## src/hw/rtl/wsl_pkg.sv

```systemverilog
package wsl_pkg;

  localparam int DIV_NW = 48;
  localparam int DIV_DW = 40;
  localparam int SUM_W  = 40;
  localparam int IDX_W  = 6;
  localparam int ATAN_ENTRIES = 24;

  localparam logic signed [31:0] CORDIC_GAIN_Q30 = 32'sd652032874;
  localparam logic signed [63:0] W054_Q30        = 64'sd579820585;
  localparam logic signed [63:0] W046_Q30        = 64'sd493921239;
  localparam logic [46:0]        TWO_PI_Q28      = 47'd1686629713;

  typedef enum logic [4:0] {
    OP_NONE,
    OP_LOAD,
    OP_CMUL,
    OP_CROUND,
    OP_PHASE,
    OP_WPH_CAP,
    OP_CORD_W,
    OP_WMUL,
    OP_WCALC,
    OP_CORD_S,
    OP_SMUL,
    OP_HDIV,
    OP_HCAP,
    OP_WRITE,
    OP_NINIT,
    OP_READ,
    OP_NDIV,
    OP_ZERO,
    OP_QCAP,
    OP_INC
  } op_e;

  typedef enum logic [4:0] {
    S_IDLE,
    S_TAP,
    S_CROUND,
    S_WDIV,
    S_CORDW,
    S_CORDW_WAIT,
    S_WCALC,
    S_CORDS,
    S_CORDS_WAIT,
    S_HDIV,
    S_HDIV_WAIT,
    S_WRITE,
    S_NINIT,
    S_READ,
    S_NDIV,
    S_NDIV_WAIT,
    S_OUT
  } state_e;

  typedef struct packed {
    op_e op;
  } dp_cmd_t;

  typedef struct packed {
    logic center;
    logic last;
    logic err;
    logic div_done;
    logic cord_done;
    logic out_taken;
  } dp_stat_t;

  // atan(2^-j) in Q0.32 turns
  function automatic logic signed [31:0] atan_turn(input logic [4:0] j);
    logic signed [31:0] r;
    unique case (j)
      5'd0:  r = 32'h20000000;
      5'd1:  r = 32'h12E4051E;
      5'd2:  r = 32'h09FB385B;
      5'd3:  r = 32'h051111D4;
      5'd4:  r = 32'h028B0D43;
      5'd5:  r = 32'h0145D7E1;
      5'd6:  r = 32'h00A2F61E;
      5'd7:  r = 32'h00517C55;
      5'd8:  r = 32'h0028BE53;
      5'd9:  r = 32'h00145F2F;
      5'd10: r = 32'h000A2F98;
      5'd11: r = 32'h000517CC;
      5'd12: r = 32'h00028BE6;
      5'd13: r = 32'h000145F3;
      5'd14: r = 32'h0000A2FA;
      5'd15: r = 32'h0000517D;
      5'd16: r = 32'h000028BE;
      5'd17: r = 32'h0000145F;
      5'd18: r = 32'h00000A30;
      5'd19: r = 32'h00000518;
      5'd20: r = 32'h0000028C;
      5'd21: r = 32'h00000146;
      5'd22: r = 32'h000000A3;
      5'd23: r = 32'h00000051;
      default: r = 32'h0;
    endcase
    return r;
  endfunction

endpackage

```

## src/hw/rtl/wsl_ctrl.sv

```systemverilog
module wsl_ctrl (
  input  logic               clk_i,
  input  logic               rst_ni,
  input  logic               in_valid_i,
  output logic               in_stall_o,
  input  wsl_pkg::dp_stat_t  stat_i,
  output wsl_pkg::dp_cmd_t   cmd_o
);
  import wsl_pkg::*;

  state_e state_q, state_d;

  always_ff @(posedge clk_i or negedge rst_ni) begin
    if (!rst_ni) begin
      state_q <= S_IDLE;
    end else begin
      state_q <= state_d;
    end
  end

  always_comb begin
    state_d   = state_q;
    cmd_o.op  = OP_NONE;
    unique case (state_q)
      S_IDLE: begin
        if (in_valid_i) begin
          cmd_o.op = OP_LOAD;
          state_d  = S_TAP;
        end
      end
      S_TAP: begin
        if (stat_i.center) begin
          cmd_o.op = OP_CMUL;
          state_d  = S_CROUND;
        end else begin
          cmd_o.op = OP_PHASE;
          state_d  = S_WDIV;
        end
      end
      S_CROUND: begin
        cmd_o.op = OP_CROUND;
        state_d  = S_WRITE;
      end
      S_WDIV: begin
        if (stat_i.div_done) begin
          cmd_o.op = OP_WPH_CAP;
          state_d  = S_CORDW;
        end
      end
      S_CORDW: begin
        cmd_o.op = OP_CORD_W;
        state_d  = S_CORDW_WAIT;
      end
      S_CORDW_WAIT: begin
        if (stat_i.cord_done) begin
          cmd_o.op = OP_WMUL;
          state_d  = S_WCALC;
        end
      end
      S_WCALC: begin
        cmd_o.op = OP_WCALC;
        state_d  = S_CORDS;
      end
      S_CORDS: begin
        cmd_o.op = OP_CORD_S;
        state_d  = S_CORDS_WAIT;
      end
      S_CORDS_WAIT: begin
        if (stat_i.cord_done) begin
          cmd_o.op = OP_SMUL;
          state_d  = S_HDIV;
        end
      end
      S_HDIV: begin
        cmd_o.op = OP_HDIV;
        state_d  = S_HDIV_WAIT;
      end
      S_HDIV_WAIT: begin
        if (stat_i.div_done) begin
          cmd_o.op = OP_HCAP;
          state_d  = S_WRITE;
        end
      end
      S_WRITE: begin
        cmd_o.op = OP_WRITE;
        state_d  = stat_i.last ? S_NINIT : S_TAP;
      end
      S_NINIT: begin
        cmd_o.op = OP_NINIT;
        state_d  = S_READ;
      end
      S_READ: begin
        cmd_o.op = OP_READ;
        state_d  = S_NDIV;
      end
      S_NDIV: begin
        if (stat_i.err) begin
          cmd_o.op = OP_ZERO;
          state_d  = S_OUT;
        end else begin
          cmd_o.op = OP_NDIV;
          state_d  = S_NDIV_WAIT;
        end
      end
      S_NDIV_WAIT: begin
        if (stat_i.div_done) begin
          cmd_o.op = OP_QCAP;
          state_d  = S_OUT;
        end
      end
      S_OUT: begin
        if (stat_i.out_taken) begin
          if (stat_i.last) begin
            state_d = S_IDLE;
          end else begin
            cmd_o.op = OP_INC;
            state_d  = S_READ;
          end
        end
      end
      default: state_d = S_IDLE;
    endcase
  end

  assign in_stall_o = (state_q != S_IDLE);

endmodule

```

## config.mk

```make
export PLATFORM = sky130hd
export DESIGN_NAME = wsl_ctrl
export DESIGN_NICKNAME = d
export VERILOG_FILES = /design/src/hw/rtl/wsl_pkg.sv /design/src/hw/rtl/wsl_ctrl.sv
export SDC_FILE = /design/constraint.sdc
export NUM_CORES = 1
export LEC_CHECK = 0
export BUFFER_PORTS_ARGS = -buffer_cell sky130_fd_sc_hd__buf_2
export CAP_MARGIN = 5
export CELL_PAD_IN_SITES_DETAIL_PLACEMENT = 1
export CELL_PAD_IN_SITES_GLOBAL_PLACEMENT = 1
export CORE_MARGIN = 1
export CORE_UTILIZATION = 38
export CTS_CLUSTER_SIZE = 40
export DETAILED_ROUTE_END_ITERATION = 7
export PLACE_DENSITY = 0.86
export SYNTH_ARGS = -nofsm -noshare
export SYNTH_HDL_FRONTEND = slang
export SYNTH_SLANG_ARGS = --single-unit
```

## constraint.sdc

```tcl
create_clock -name clk_i -period 2 [get_ports clk_i]
set_input_delay 0.3 -clock clk_i [delete_from_list [all_inputs] [get_ports clk_i]]
set_output_delay 0.3 -clock clk_i [all_outputs]
set_load 0.005 [all_outputs]
```

* Yosys cells after proc, flatten, opt, wreduce, memory -nomap -nowiden
Index checks and enable logic that the tools add are counted.
Storage, ports and cells: output and inout port bits 6, register bits after elaboration 5, word-level logic and storage cells 50, input bits 9
Operators by class: reductions and logical operators 3, mux-type cells 23, equality and inequality tests 23
Operator list (count):
- one-hot mux 5 bit (17 select lines) | 2
- 2-to-1 mux 5 bit | 11
- equality test 5 x 4 -> 1 bit (second input constant) | 8
- equality test 5 x 3 -> 1 bit (second input constant) | 4
- 2-to-1 mux 4 bit | 4
- != test 2 bit (second input constant) | 7
- equality test 5 x 2 -> 1 bit (second input constant) | 2
- 2-to-1 mux 3 bit | 3
- AND reduction 7 bit | 1
- equality test 5 x 1 -> 1 bit (second input constant) | 1
- equality test 5 bit (second input constant) | 1
- logical NOT 5 bit | 1
- nonzero test 5 bit | 1
- 2-to-1 mux 1 bit | 3

* Depth between registers and ports, before layout
Gate-level depths: netlist (run 1).
depth after elaboration 3, depth in mapped cells 6

* Least setup slack after synthesis (run 1)
OpenSTA, ideal clock, no wires.
path type register to output, start register state_q[2], end output cmd_o[2] (netlist bit), required time 1.700 ns, cell stages (with the launch flop) 6, setup slack 0.420 ns, path buffers 2, arrival 1.280 ns, cells stage by stage dfrtp_1 -> buf_6 -> buf_4 -> o31ai_1 -> a211oi_1 -> a311oi_1
RTL lines:
- start: declaration | line wsl_ctrl.sv:11 | state_e state_q, state_d;
- start signal: assignment | line wsl_ctrl.sv:17 | state_q <= state_d;
- end: declaration | line wsl_ctrl.sv:7 | output wsl_pkg::dp_cmd_t cmd_o

==> results of run 1 <==
area by class of cell:
| type | instances | area [µm²] | share of cell area |
|---|---|---|---|
| Multi-Input combinational cell | 81 | 583 | 0.575 |
| Sequential cell | 5 | 129 | 0.127 |
| Tap cell | 25 | 31.3 | 0.0308 |
| Inverter | 5 | 18.8 | 0.0185 |
| Timing Repair Buffer | 32 | 226 | 0.223 |
| Clock buffer | 4 | 26.3 | 0.0259 |
cells by family after synthesis:
| logic type | share of synthesized area |
|---|---|
| and+or+nand+nor | 0.275 |
| xor gates and xnor gates | 0.0348 |
| AOI/OAI and AO/OA | 0.374 |
| DFF | 0.166 |
| muxes | 0.0298 |
| buffers and inverters | 0.121 |
layer usage:
layer,vias up,track usage,part of all wire
li1,427,-,-
met1,436,0.369,0.46
met2,19,0.417,0.51
met3,5,0.0353,0.016
met4,0,0.0706,0.019
met5,-,0,0
per-stage QoR:
stage / cell area [µm²] / utilization / setup TNS, ns / worst slack [ns] / instances
after global placement: 867 / 0.481 / 0 / 0.198 / 141
after global routing: 1010 / 0.563 / -0.0830 / -0.0705 / 152
after detailed placement: 867 / 0.481 / 0 / 0.180 / 141
after floorplan: 756 / - / 0 / 0.420 / 100
after CTS: 926 / 0.514 / 0 / 0.00334 / 147
final: 1010 / 0.563 / 0 / 0.0517 / 152
worst max path at each step:
stage,endpoint,slack [ns]
3_5_place_dp,cmd_o[2],0.18
4_1_cts,cmd_o[1],0.003
6_report,cmd_o[0],0.05
3_3_place_gp,cmd_o[1],0.20
2_1_floorplan,cmd_o[2],0.42
5_1_grt,cmd_o[1],-0.07
repair_timing:
item | 4_1_cts | 5_1_grt
gates cloned | 0 | 1
buffers inserted | 1 | 4
setup endpoints to repair | 4 | 4
resized for setup | 5 | 12
pin swaps | 0 | 5
endpoints found under the hold margin | 5 | 0
hold buffers | 1 | 0
critical path, cell delays in order, from the launching register on:
cell     delay [ns]
dfrtp_2        0.49
buf_6          0.16
buf_4          0.15
nand3_2        0.10
a21oi_1        0.07
a221o_1        0.29
buf_2          0.13
power by group:
group | internal, mW | switching [mW]
logic | 0.680 | 0.744
registers | 0.155 | 0.0892
clock network | 0.0761 | 0.0516
layout by cell type (no fill, tap or decap), types with 2 or more instances in the layout:
cell / Yosys / final
buf_2: 1 / 15
buf_4: 2 / 11
nand2_1: 9 / 9
nor2_1: 8 / 8
a21oi_1: 9 / 8
o21ai_0: 9 / 8
inv_1: 5 / 5
a31oi_1: 4 / 4
o31ai_1: 3 / 3
o21ai_1: 2 / 3
clkbuf_4: 0 / 3
buf_6: 4 / 3
dfrtp_2: 0 / 3
nor2b_2: 1 / 2
a22oi_1: 2 / 2
xor2_1: 2 / 2
dfrtp_1: 5 / 2
==> results.yml, run 1 <==
clock_network:
  cts-htree-levels: 1
  tritoncts: "yes"
  cts_buffers: 3
  cts.sinks: 5
  clock_latency_ns: 0.26
  cts_buffer_depth: 2
  clkTransAtPathRegs_ns: 0.05
  cts_root_buffer: "clkbuf_4"
floorplan:
  start_util: 0.419
  fp-row-count: 15
  die-width_um: 46.6
  die_height_um: 46.6
  die_area_um2: 2170
  ios: 15
  coreArea_um2: 1800
timing:
  drv_slew: 0
  finalSetupViolCount: 0
  rsz0062_at_grt: "yes"
  fin_crit_sh: 0.974
  fin_skew_ns: 0.00681
  hold-worst-slack_ns: 0.398
  relSlewSlack: 0.706
  worst_pin_slew_ns: 0.441
  hold_viol: 0
  min_period_ns: 1.95
  max_freq_mhz: 513
cells_and_area:
  insertedDiodeCount: 0
  layout.nets: 137
  reg_top3: "state_q (5)"
  layout-area-overhead-vs-synth_pct: 34.3
  final_layout_size_suffix_gt1_frac: 0.425
  top_register: "state_q"
  fill_cells: 243
  largest_reg_flops: 5
synth:
  syn_avg_cell_area_um2: 7.56
  synth_area_leader_cell: "dfrtp_1"
  synth-seq-area-share: 0.166
  synthDistinctLibCells: 44
  yosys-top-cells-area: "dfrtp_1 17%, a21oi_1 6.0%, o21ai_0 6.0%, buf_6 6.0%, nand2_1 4.5%"
  ys.flop_type: "dfrtp_1"
  synthesis.area_um2: 756
  yosys-top-cells-count: "9 x a21oi_1, 9 x nand2_1, 9 x o21ai_0"
  synthCells: 100
  syn_nets: 109
  yosys_register_bits: 5
  async_reset_ff_frac: 1.00
  synthDominantCellAreaShare: 0.166
  synth_edf_count: 0
  yosysWarnings: 0
global_route:
  grt_pass1_vias: 844
  antenna_found_initial: 0
  globalRouteOverflowTotal: 0
  grt_max_degree: 21
  grt_usage: 0.263
  grt_pass1_wl_mm: 3.99
setup_path:
  r2r_end: "state_q[3]"
  worstSetupEndpointType: "output pin"
  start_kind: "flip-flop"
  crit_start: "state_q[2]"
  rr_worst_depth: 6
  required_ns: 1.70
  rrSetupSlack_ns: 0.15
  worstSetupPathType: "reg2out"
  reg2reg_from: "state_q[3]"
  worstPathArrival_ns: 1.65
  critPathMaxFanout: 7
drt:
  antenna_left: 0
  route.vias.total: 887
  dr.first_iter.drc_count: 19
  wl_mm: 2.68
  first_pass_iters: 4
  wl_per_cell_um: 17.6
  vias_per_cell: 5.84
  remaining_drc_errors: 0
power_and_ir_drop:
  leakage_nw: 0.427
  power_density_nw_per_um2: 1770
  ir_drop_v: 0.000812
  total_power_mw: 1.80
status:
  status: "finished clean"
placement:
  place_congestion: 0.890
  io_buffer_count: 14
  hpwl_mm: 1.78
job:
  max_cap_viol_count: 0
hold_path:
  hold_path.class: "in2async"
Note: power is estimated with default switching activity, not from simulation.
==> inputs of run 2 (changes only) <==
--- a/config.mk
+++ b/config.mk
@@ -13,7 +13,7 @@
 export CORE_UTILIZATION = 38
 export CTS_CLUSTER_SIZE = 40
 export DETAILED_ROUTE_END_ITERATION = 7
-export PLACE_DENSITY = 0.86
+export PLACE_DENSITY_LB_ADDON = 0.1
 export SYNTH_ARGS = -nofsm -noshare
 export SYNTH_HDL_FRONTEND = slang
 export SYNTH_SLANG_ARGS = --single-unit
==> run 2 against run 1 <==
Effect of this change:
- first-iteration DRC count shrank 42%
- clock-buffer cell count is the same
- critical path depth up 1
- non-clock buffer count up 3
- register-to-register slack worse by 0.08 ns
- via count is 4.7% higher
- clock power is 9% lower
- the flow now finishes with violations (negative setup slack)
==> results.yml, run 2 (synthesized netlist as in run 1, its figures left out) <==
status:
  status: "finished, violations left"
  failed_checks: "negative setup slack"
floorplan:
  ios: 15
  start_util: 0.419
  coreArea_um2: 1800
  die_area_um2: 2170
  die_height_um: 46.6
  die-width_um: 46.6
  fp-row-count: 15
setup_path:
  worstSetupPathType: "reg2out"
  cp_cell_sequence: "buf_6, buf_6, a21oi_4, a21oi_2, o21ai_2, a221o_1, buf_2"
  worstPathArrival_ns: 1.70
  critical-path-max-stage-delay_ns: 0.50
  worstSetupEndpointType: "output pin"
  cp_common_cell: "buf_6"
  critPathSlowestCell: "dfrtp_2"
  path_delay_family: "compound AO/OA/AOI/OAI gates"
  crit_buf_inv: 3
  required_ns: 1.70
  start_kind: "flip-flop"
  critPathMaxFanout: 7
clock_network:
  cts_root_buffer: "clkbuf_4"
  cts-htree-levels: 1
  tritoncts: "yes"
  clock_latency_ns: 0.24
  cts_buffers: 3
  cts_buffer_depth: 2
  cts.sinks: 5
  clkTransAtPathRegs_ns: 0.05
timing:
  setup_tns_ns: -0.00188
  rsz0062_at_grt: "yes"
  finalWorstSetupSlack_ns: -0.00188
  worst_pin_slew_ns: 0.561
  finalSetupViolCount: 1
  relSlewSlack: 0.626
  fin_crit_sh: 1.00
  drv_slew: 0
  min_period_ns: 2.00
  max_freq_mhz: 500
  fin_skew_ns: 0.00543
  hold_viol: 0
drt:
  vias_per_cell: 5.99
  first_pass_iters: 5
  route.vias.total: 929
  wl_per_cell_um: 17.5
  wl_met2_mm: 1.45
  dr.first_iter.drc_count: 11
  wl_mm: 2.72
  wl_met3_um: 74
  antenna_left: 0
  remaining_drc_errors: 0
  route.top_layer_used: "met4"
  met1_length_mm: 1.17
cells_and_area:
  final_common_cell: "buf_4"
  multi_input_area_um2: 612
  utilization: 0.592
  top_register: "state_q"
  layout.nets: 140
  layout-area-overhead-vs-synth_pct: 41.1
  fill_cells: 249
  final_layout_size_suffix_gt1_frac: 0.469
  reg_top3: "state_q (5)"
  seq_area_um2: 133
  largest_reg_flops: 5
  final_cells: 155
  insertedDiodeCount: 0
  most-common-layout-cells: "16 x buf_4, 14 x buf_2, 9 x nand2_1, 8 x nor2_1"
placement:
  io_buffer_count: 14
  place_congestion: 0.806
  hpwl_mm: 1.77
  dp_cells: 139
power_and_ir_drop:
  combPwrFrac: 0.759
  p_seq_frac: 0.179
  total_power_mw: 1.89
  switchingPower_uw: 925
  swShare: 0.490
  clkPwrFrac: 0.062
  ir_drop_v: 0.000835
  intPower_uw: 964
  power_density_nw_per_um2: 1770
  leakage_nw: 0.445
global_route:
  grt_max_degree: 17
  grt_pass1_wl_mm: 4.11
  globalRouteOverflowTotal: 0
  antenna_found_initial: 0
  grt_usage: 0.273
  grt_pass1_vias: 865
job:
  max_cap_viol_count: 0
hold_path:
  hold_path.class: "in2async"
[run 2: path summary, 6_finish.rpt]
check,slack [ns],end,from,cells past startpoint
setup reg to reg,0.07,state_q[3],state_q[2],7
max in group asynchronous,1.45,state_q[0],rst_ni,2
hold / removal,0.40,state_q[3],rst_ni,2
setup / recovery,-0.002,cmd_o[0],state_q[2],7
min in group clk_i,0.42,state_q[4],stat_i[0],3
hold reg to reg,0.83,state_q[1],state_q[4],1
[run 2: metal layers]
| layer | GRT usage | vias to the layer above |
|---|---|---|
| met5 | 0 | - |
| li1 | - | 432 |
| met1 | 0.341 | 466 |
| met4 | 0.106 | 0 |
| met3 | 0.0314 | 4 |
| met2 | 0.469 | 27 |
[run 2: timing repair]
item                                    CTS  global route
buffers inserted                          6             5
pin swaps                                 0             7
hold buffers                              1             0
gates resized for setup                   4            24
hold endpoints to repair                  5             0
endpoints found under the setup margin    4             4
[run 2: area by class of cell]
type / count / area share
multi-input combinational: 81 / 0.574
timing repair buffer: 35 / 0.230
sequential: 5 / 0.124
tap: 25 / 0.0293
clock buffer: 4 / 0.0246
inverter: 5 / 0.0176
[run 2: power by group through the flow]
| stage | Sequential [mW] | Clock (mW) | Combinational [mW] |
|---|---|---|---|
| 6_report | 0.339 | 0.117 | 1.43 |
| 5_1_grt | 0.345 | 0.125 | 1.56 |
| 4_1_cts | 0.305 | 0.120 | 1.21 |
| 3_5_place_dp | 0.317 | 0 | 1.11 |
| 3_3_place_gp | 0.310 | 0 | 1.08 |
| 2_1_floorplan | 0.195 | 0 | 0.946 |
[run 2: through the flow]
step / setup WS (ns) / hold WS [ns] / area [µm²]
2_1_floorplan: 0.420 / 0.00441 / 756
3_3_place_gp: 0.123 / 0.115 / 852
3_5_place_dp: 0.0277 / 0.117 / 852
4_1_cts: 0.00417 / 0.401 / 938
5_1_grt: -0.0646 / 0.410 / 1070
6_report: -0.00188 / 0.399 / 1070
